## src/rtl/lrl_pkg.sv

```systemverilog
package lrl_pkg;

   // Fixed field widths of the request and response transactions
   localparam int KEY_W   = 64;
   localparam int COUNT_W = 7;

   // Defaults for the top-level parameters
   localparam int DEF_CAPACITY = 64;
   localparam int DEF_KEY_BITS = 64;

   // Command codes
   localparam logic [1:0] CMD_ACCESS = 2'd0;
   localparam logic [1:0] CMD_REMOVE = 2'd1;
   localparam logic [1:0] CMD_POP    = 2'd2;
   localparam logic [1:0] CMD_LOOKUP = 2'd3;

   // Per-cell update modes
   localparam logic [1:0] MODE_HOLD   = 2'd0;
   localparam logic [1:0] MODE_MOVE   = 2'd1;
   localparam logic [1:0] MODE_INSERT = 2'd2;
   localparam logic [1:0] MODE_REMOVE = 2'd3;

   typedef struct packed {
      logic [1:0]       cmd;
      logic [KEY_W-1:0] key;
   } req_type;

   typedef struct packed {
      logic               found;
      logic [KEY_W-1:0]   oldest_key;
      logic [COUNT_W-1:0] entry_count;
      logic               full_drop;
   } rsp_type;

   typedef struct packed {
      logic       cmp_en;
      logic       apply;
      logic [1:0] mode;
   } cell_ctrl_type;

endpackage

```

## src/rtl/lrl_cell.sv

```systemverilog
module lrl_cell #(
   parameter int KEY_BITS = lrl_pkg::DEF_KEY_BITS
) (
   input  logic                   clock,
   input  logic                   reset,
   input  lrl_pkg::cell_ctrl_type ctrl,
   input  logic [KEY_BITS-1:0]    key_bcast,
   input  logic                   prev_valid,
   input  logic                   next_valid,
   input  logic [KEY_BITS-1:0]    next_key,
   input  logic                   chain_in,
   output logic [KEY_BITS-1:0]    key_out,
   output logic                   valid_out,
   output logic                   hit_out,
   output logic                   chain_out
);
   import lrl_pkg::*;

   logic [KEY_BITS-1:0] key_ff, key_in;
   logic                valid_ff, valid_in;
   logic                hit_ff, hit_in;

   // Set when the matching entry sits in this cell or an older one
   assign chain_out = chain_in | hit_ff;

   always_comb begin
      key_in   = key_ff;
      valid_in = valid_ff;
      hit_in   = hit_ff;
      if (ctrl.cmp_en) begin
         hit_in = valid_ff && (key_ff == key_bcast);
      end
      if (ctrl.apply) begin
         unique case (ctrl.mode)
            MODE_MOVE: begin
               // close the gap; the last valid cell takes the accessed key
               if (chain_out && valid_ff) begin
                  if (next_valid) begin
                     key_in = next_key;
                  end else begin
                     key_in = key_bcast;
                  end
               end
            end
            MODE_INSERT: begin
               if (prev_valid && !valid_ff) begin
                  key_in   = key_bcast;
                  valid_in = 1'b1;
               end
            end
            MODE_REMOVE: begin
               if (chain_out) begin
                  key_in   = next_key;
                  valid_in = next_valid;
               end
            end
            default: begin
            end
         endcase
      end
   end

   always_ff @(posedge clock) begin
      key_ff <= key_in;
      if (reset) begin
         valid_ff <= 1'b0;
         hit_ff   <= 1'b0;
      end else begin
         valid_ff <= valid_in;
         hit_ff   <= hit_in;
      end
   end

   assign key_out   = key_ff;
   assign valid_out = valid_ff;
   assign hit_out   = hit_ff;

endmodule

```

## config.mk

```make
export PLATFORM = sky130hd
export DESIGN_NAME = lrl_cell
export DESIGN_NICKNAME = d
export VERILOG_FILES = /design/src/rtl/lrl_pkg.sv /design/src/rtl/lrl_cell.sv
export SDC_FILE = /design/constraint.sdc
export NUM_CORES = 1
export LEC_CHECK = 0
export BUFFER_PORTS_ARGS = -buffer_cell sky130_fd_sc_hd__buf_4
export CELL_PAD_IN_SITES_DETAIL_PLACEMENT = 1
export CELL_PAD_IN_SITES_GLOBAL_PLACEMENT = 2
export CORE_MARGIN = 5
export CORE_UTILIZATION = 31
export DETAILED_ROUTE_END_ITERATION = 8
export PLACE_DENSITY_LB_ADDON = 0.05
export SETUP_SLACK_MARGIN = 0.4
export SYNTH_ARGS = -nofsm -noshare
export SYNTH_HDL_FRONTEND = slang
export SYNTH_SLANG_ARGS = --single-unit
```

## constraint.sdc

```tcl
create_clock -name clock -period 19.8 [get_ports clock]
set_clock_uncertainty 0.2 [all_clocks]
set_input_delay 3.96 -clock clock [delete_from_list [all_inputs] [get_ports clock]]
set_output_delay 3.96 -clock clock [all_outputs]
set_load 0.05 [all_outputs]
```

==> metrics.txt, run 1 <==
worst-path cell chain=buf_4, or2_2, buf_4; PnR Total Power=427.1 uW; DRT iter0 DRCs=124; pwr/cell area=73.27 nW/um^2; Antenna Nets Post-Route=0; delay-heaviest family, CP=buffers and inverters; wire per inst=18.18 um; total grt overflow=0; Post-CTS Setup Inserts=0; Layout Nets=598; met3 WL=1075 um; most frequent cell after synthesis=edfxtp_1; synth cell count leaders=edfxtp_1 (64), mux2_4 (60), xnor2_1 (48), nand4_1 (13), inv_1 (12); post-synthesis sequential area ratio=51.06%; area delta synth->final=51.71%; CP peak stage delay=0.30 ns; # fillers=1,276; CP Launch Type=input pin; Routed met1 length=4499 um; fraction of layout cells with a size suffix above 1=61.37%; PostCTS Resize Cnt=0; Setup violations, final=0; area of the mapped netlist=3842 sq um; cell taking the most area after synthesis=edfxtp_1; CTS tree=done; leak pwr=2.507 nW; EDFF count, synth=64; CP Max Fanout=3; # diodes=0; DR WL met2=5868 um; critical path buffer and inverter count=2; worst reg2reg setup slack=17.38 ns; worst slew pin tran=0.9039 ns; fmax=0.1146 GHz; Final Hold Slack=0.2819 ns; pin count of the biggest net entering global routing=65; Hold Buf Count CTS=0; CP dominant cell by count=buf_4; Yosys reg bits=66; Crit. End Element=primary output; Die Area=14,720 sq um; top_reg_cell synth=edfxtp_1; CTS max path bufs=2; total iterations of the first detailed-routing run=4; routed wire length=11,530 um; post-synthesis async set-or-reset flop share=0%; H-tree depth=3; Worst VDD drop=0.04188 mV; Post-Syn Instances=250; Setup CP Type=in -> out; setup TNS=0 ns; syn nets=387; Rows=40; Worst Path Required=15.64 ns; total CTS buffers=9; Max Cap Viol=0; relative slew slack=39.74%; Critical-path top delay cell=or2_2; class of the worst hold path=reg -> reg; footprint of the multi-input gates=1757 sq um; via/cell ratio=4.519; Yosys top cell area share=50.02%; initial core utilization=31.86%; Max Slew Vio Count=0; minimum clock period=8.723 ns; FF+latch area=1962 sq um; synth warn=0; Via Count=2,865; io pins=204; Final Wtd Congestion=0.7076; # DRC=0; Reg clk slew, reported paths=0.06 ns; gr usage total=15.09%; DP HPWL=9203 um; IO Port Bufs=203; Final Hold Vio Count=0; initial antenna violation count=0; RSZ-0062 raised after global routing=no; Placeable Area=12,060 sq um; DIE HEIGHT=121.3 um; Unique masters post-synth=31; highest metal layer with signal wires=met4; first-pass GRT wire length=17,060 um; CP arrival=4.56 ns; Area contributors post-synth=edfxtp_1 (50%), mux2_4 (23%), xnor2_1 (11%); later-pin clock latency in the skew report=0.32 ns; Sink Count=66; vias in the first global route=3,193; outcome=finished, final reports clean; Final Cycle Share=44.05%; mean post-synth cell area=15.37 sq um; Die W=121.3 um; Root Buffer=clkbuf_16
## cell type report
class / count / share of cell area (%)
sequential: 66 / 33.66
multi-input combinational: 166 / 30.14
timing repair buffer: 206 / 26.53
clock buffer: 9 / 3.863
tap: 168 / 3.606
clock inverter: 7 / 1.438
inverter: 12 / 0.7727
## where the power goes
| group | leakage [nW] | internal (mW) | switching [mW] |
|---|---|---|---|
| Clock | 0.148 | 0.109 | 0.0599 |
| Combinational | 1.76 | 0.0498 | 0.0433 |
| Sequential | 0.603 | 0.162 | 0.00367 |
| Total | 2.51 | 0.320 | 0.107 |
## per-layer routing
| layer | global-route usage [%] | vias to the layer above |
|---|---|---|
| met5 | 0 | - |
| met4 | 3.571 | 0 |
| met3 | 6.061 | 5 |
| met2 | 26.04 | 113 |
| met1 | 17.48 | 1379 |
| li1 | - | 1368 |
## layout by cell type, fill, tap and decap left out, types with 3 or more instances in the layout
| master | Yosys | final |
|---|---|---|
| buf_4 | 0 | 206 |
| edfxtp_1 | 64 | 64 |
| mux2_4 | 60 | 60 |
| xnor2_1 | 48 | 48 |
| nand4_1 | 13 | 13 |
| inv_1 | 12 | 12 |
| clkbuf_16 | 0 | 9 |
| o22ai_1 | 5 | 5 |
| nor4_1 | 5 | 5 |
| mux2_2 | 4 | 4 |
| xor2_1 | 4 | 4 |
| nor3_1 | 3 | 3 |
| nor2b_1 | 3 | 3 |
| clkinv_1 | 0 | 3 |
## logic make-up after synthesis
group	share of synthesized area, %
AO/OA/AOI/OAI	3.159
flip-flops	51.06
multiplexers	25.20
buffers and inverters	3.517
AND/OR/NAND/NOR	5.210
XOR/XNOR	11.85
## stage by stage
stage | cell area, sq um | setup slack, ns | util (%) | instances
floorplan | 3842 | 9.911 | - | 250
global placement | 5520 | 11.08 | 45.77 | 618
detailed placement | 5520 | 11.08 | 45.77 | 618
CTS | 5829 | 11.08 | 48.33 | 634
global route | 5829 | 11.07 | 48.33 | 634
finish | 5829 | 11.08 | 48.33 | 634
## final timing paths
| path | from | to | cells after the start |
|---|---|---|---|
| max reg2reg | valid_out | key_out[51] | 3 |
| max | chain_in | chain_out | 3 |
| min | hit_out | hit_out | 2 |
| min reg2reg | hit_out | hit_out | 2 |
## sequential cells by signal (all words and copies together) (netlist names)
signal and count:
hit_out 1, valid_out 1, key_out 64
## tightest hold or removal path: stages (launching register included)
cell and delay (ns):
dfxtp_1 0.32, nand2_1 0.06, o21ai_1 0.05
Power figures use the tool's default switching activity.
==> inputs of run 2 (changes only) <==
--- a/config.mk
+++ b/config.mk
@@ -5,11 +5,12 @@
 export SDC_FILE = /design/constraint.sdc
 export NUM_CORES = 1
 export LEC_CHECK = 0
+export ABC_AREA = 1
 export BUFFER_PORTS_ARGS = -buffer_cell sky130_fd_sc_hd__buf_4
 export CELL_PAD_IN_SITES_DETAIL_PLACEMENT = 1
 export CELL_PAD_IN_SITES_GLOBAL_PLACEMENT = 2
 export CORE_MARGIN = 5
-export CORE_UTILIZATION = 31
+export CORE_UTILIZATION = 23
 export DETAILED_ROUTE_END_ITERATION = 8
 export PLACE_DENSITY_LB_ADDON = 0.05
 export SETUP_SLACK_MARGIN = 0.4
==> constraint.sdc (replaced) <==
create_clock -name clock -period 7.99 [get_ports clock]
set_clock_uncertainty 0.2 [all_clocks]
set_input_delay 1.598 -clock clock [delete_from_list [all_inputs] [get_ports clock]]
set_output_delay 1.598 -clock clock [all_outputs]
set_load 0.05 [all_outputs]
==> metrics.txt, run 2 <==
# DRC=0 (unchanged); top_reg_cell synth=edfxtp_1; total CTS buffers=9 (unchanged); pwr/cell area=175.2 nW/um^2 (+140%); Antenna Nets Post-Route=0 (unchanged); synth warn=0 (unchanged); most frequent cells in the layout=buf_4 (205), nand2_1 (154), inv_1 (76); gr usage total=13.55% (-1.5 points); setup TNS=0 ns (unchanged); most frequent cell after synthesis=nand2_1; Root Buffer=clkbuf_16; # diodes=0 (unchanged); fmax=0.2567 GHz; CP Launch Type=input pin; area of the mapped netlist=3986 sq um (+3.7%); leak pwr=2.921 nW (+17%); routed wire length=13,560 um (+18%); Sink Count=66 (unchanged); Crit. End Element=primary output; pin count of the biggest net entering global routing=70 (+7.7%); # fillers=2,091 (+64%); Post-Syn Instances=461 (+84%); IO Port Bufs=203 (unchanged); CTS max path bufs=2 (unchanged); setup ws final=4.095 ns (-6.982 ns); Yosys reg bits=66 (unchanged); relative slew slack=40.76% (+1.0 points); minimum clock period=3.895 ns; vias in the first global route=4,068 (+27%); Die Area=20,060 sq um (+36%); H-tree depth=3 (unchanged); fraction of layout cells with a size suffix above 1=36.81% (-25 points); CP arrival=2.10 ns (-2.46 ns); Final Hold Vio Count=0 (unchanged); outcome=finished, final reports clean; initial core utilization=23.21% (-8.6 points); total grt overflow=0 (unchanged); utilization after layout=35.11% (-13 points); post-synthesis async set-or-reset flop share=0% (unchanged); mean post-synth cell area=8.647 sq um (-44%); Final Wtd Congestion=0.7517 (+6.2%); DRT iter0 DRCs=136 (+9.7%); Placeable Area=17,180 sq um (+42%); Post-CTS Setup Inserts=0 (unchanged); Worst Hold Depth=2 (unchanged); later-pin clock latency in the skew report=0.34 ns (+0.02 ns); post-synthesis sequential area ratio=49.22% (-1.8 points); first-pass GRT wire length=21,040 um (+23%); DP HPWL=10,800 um (+17%); syn nets=598 (+55%); RSZ-0062 raised after global routing=no; Worst Path Required=6.19 ns (-9.45 ns); total iterations of the first detailed-routing run=4 (unchanged); worst slew pin tran=0.8863 ns (-0.01763 ns); FF+latch area=1962 sq um (unchanged); footprint of the multi-input gates=1653 sq um (-5.9%); CP Max Fanout=2 (-1); wire per inst=15.13 um (-17%); Rows=48 (+20%); Unique masters post-synth=23 (-26%); area delta synth->final=51.29%; EDFF count, synth=64 (unchanged); Largest register FFs=64 (unchanged); Final Hold Slack=0.3189 ns (+0.03700 ns); Max Slew Vio Count=0 (unchanged); Place WS=4.004 ns (-7.071 ns); via/cell ratio=4.137 (-8.4%); initial antenna violation count=0 (unchanged); Die W=141.7 um (+17%); Final Cycle Share=48.75%; Max Cap Viol=0 (unchanged); io pins=204 (unchanged); PostCTS Resize Cnt=0 (unchanged); Worst VDD drop=0.09285 mV (+120%); Reg clk slew, reported paths=0.06 ns (about the same); worst r2r path cells=5 (+2); CTS tree=done; Via Count=3,707 (+29%); synth cell count leaders=nand2_1 (154), inv_1 (76), edfxtp_1 (64), o21ai_0 (40), nor2_1 (36); Yosys top cell area share=48.21% (-1.8 points); cell taking the most area after synthesis=edfxtp_1; class of the worst hold path=reg -> reg; Setup CP Type=in -> out; Hold Buf Count CTS=0 (unchanged); DIE HEIGHT=141.7 um (+17%); most common cell after layout, fill and taps aside=buf_4; Layout Nets=803 (+34%); Area contributors post-synth=edfxtp_1 (48%), nand2_1 (15%), mux2_4 (8.7%); Setup violations, final=0 (unchanged)
## run 2: cell count changes in the layout (fill, tap and decap cells not counted), moves of 4 or more
cell	previous run	this run
nand2_1	2	154
inv_1	12	76
o21ai_0	0	40
mux2_4	60	23
nor2_1	1	36
xnor2_1	48	14
o21ai_1	1	14
nand4_1	13	1
nand3_1	2	9
nor4_1	5	0
o22ai_1	5	0
mux2_2	4	0
xor2_1	4	8
## run 2: final timing paths
path	slack, ns	to	start
setup / recovery	4.10	chain_out	chain_in
setup reg to reg	5.35	key_out[27]	hit_out
hold / removal	0.32	hit_out	hit_out
hold reg to reg	0.32	hit_out	hit_out
## run 2: where the power goes
group	leakage [nW]	switching, mW	internal [mW]	total (mW)
Sequential	0.605	0.00999	0.401	0.411
Clock	0.150	0.153	0.271	0.425
Combinational	2.17	0.121	0.0997	0.221
Total	2.92	0.285	0.772	1.06
## run 2: worst max-delay path, stage by stage
cell and delay, ns:
buf_4 0.11, nor2_1 0.13, inv_1 0.07, buf_4 0.19
## run 2: final cells by class
class	instances	share of cell area [%]
inverter	76	4.730
tap	225	4.668
multi-input combinational	308	27.41
clock inverter	6	1.349
clock buffer	10	3.797
sequential	66	32.53
timing repair buffer	205	25.52
## run 2: per-stage QoR
step                area [sq um]  std cells  power (mW)
global route                6031        896       1.110
global placement            5720        880      0.6400
CTS                         6031        896       1.079
finish                      6031        896       1.057
detailed placement          5720        880      0.6443
floorplan                   3986        461      0.5492
## run 2: metal layers
layer / wire (um) / vias up / global-route usage, %
met5: 0 / - / 0
met4: 176 / 0 / 4.394
met3: 1163 / 13 / 4.921
met2: 6807 / 115 / 23.81
met1: 5410 / 1703 / 15.24
li1: - / 1876 / -
## run 2: kinds of logic after synthesis
family | after synthesis | synth area share, %
simple gates | 203 | 19.74
buf+inv | 87 | 9.605
flops | 66 | 49.22
compound gates | 60 | 7.941
mux | 23 | 8.663
xor+xnor | 22 | 4.834
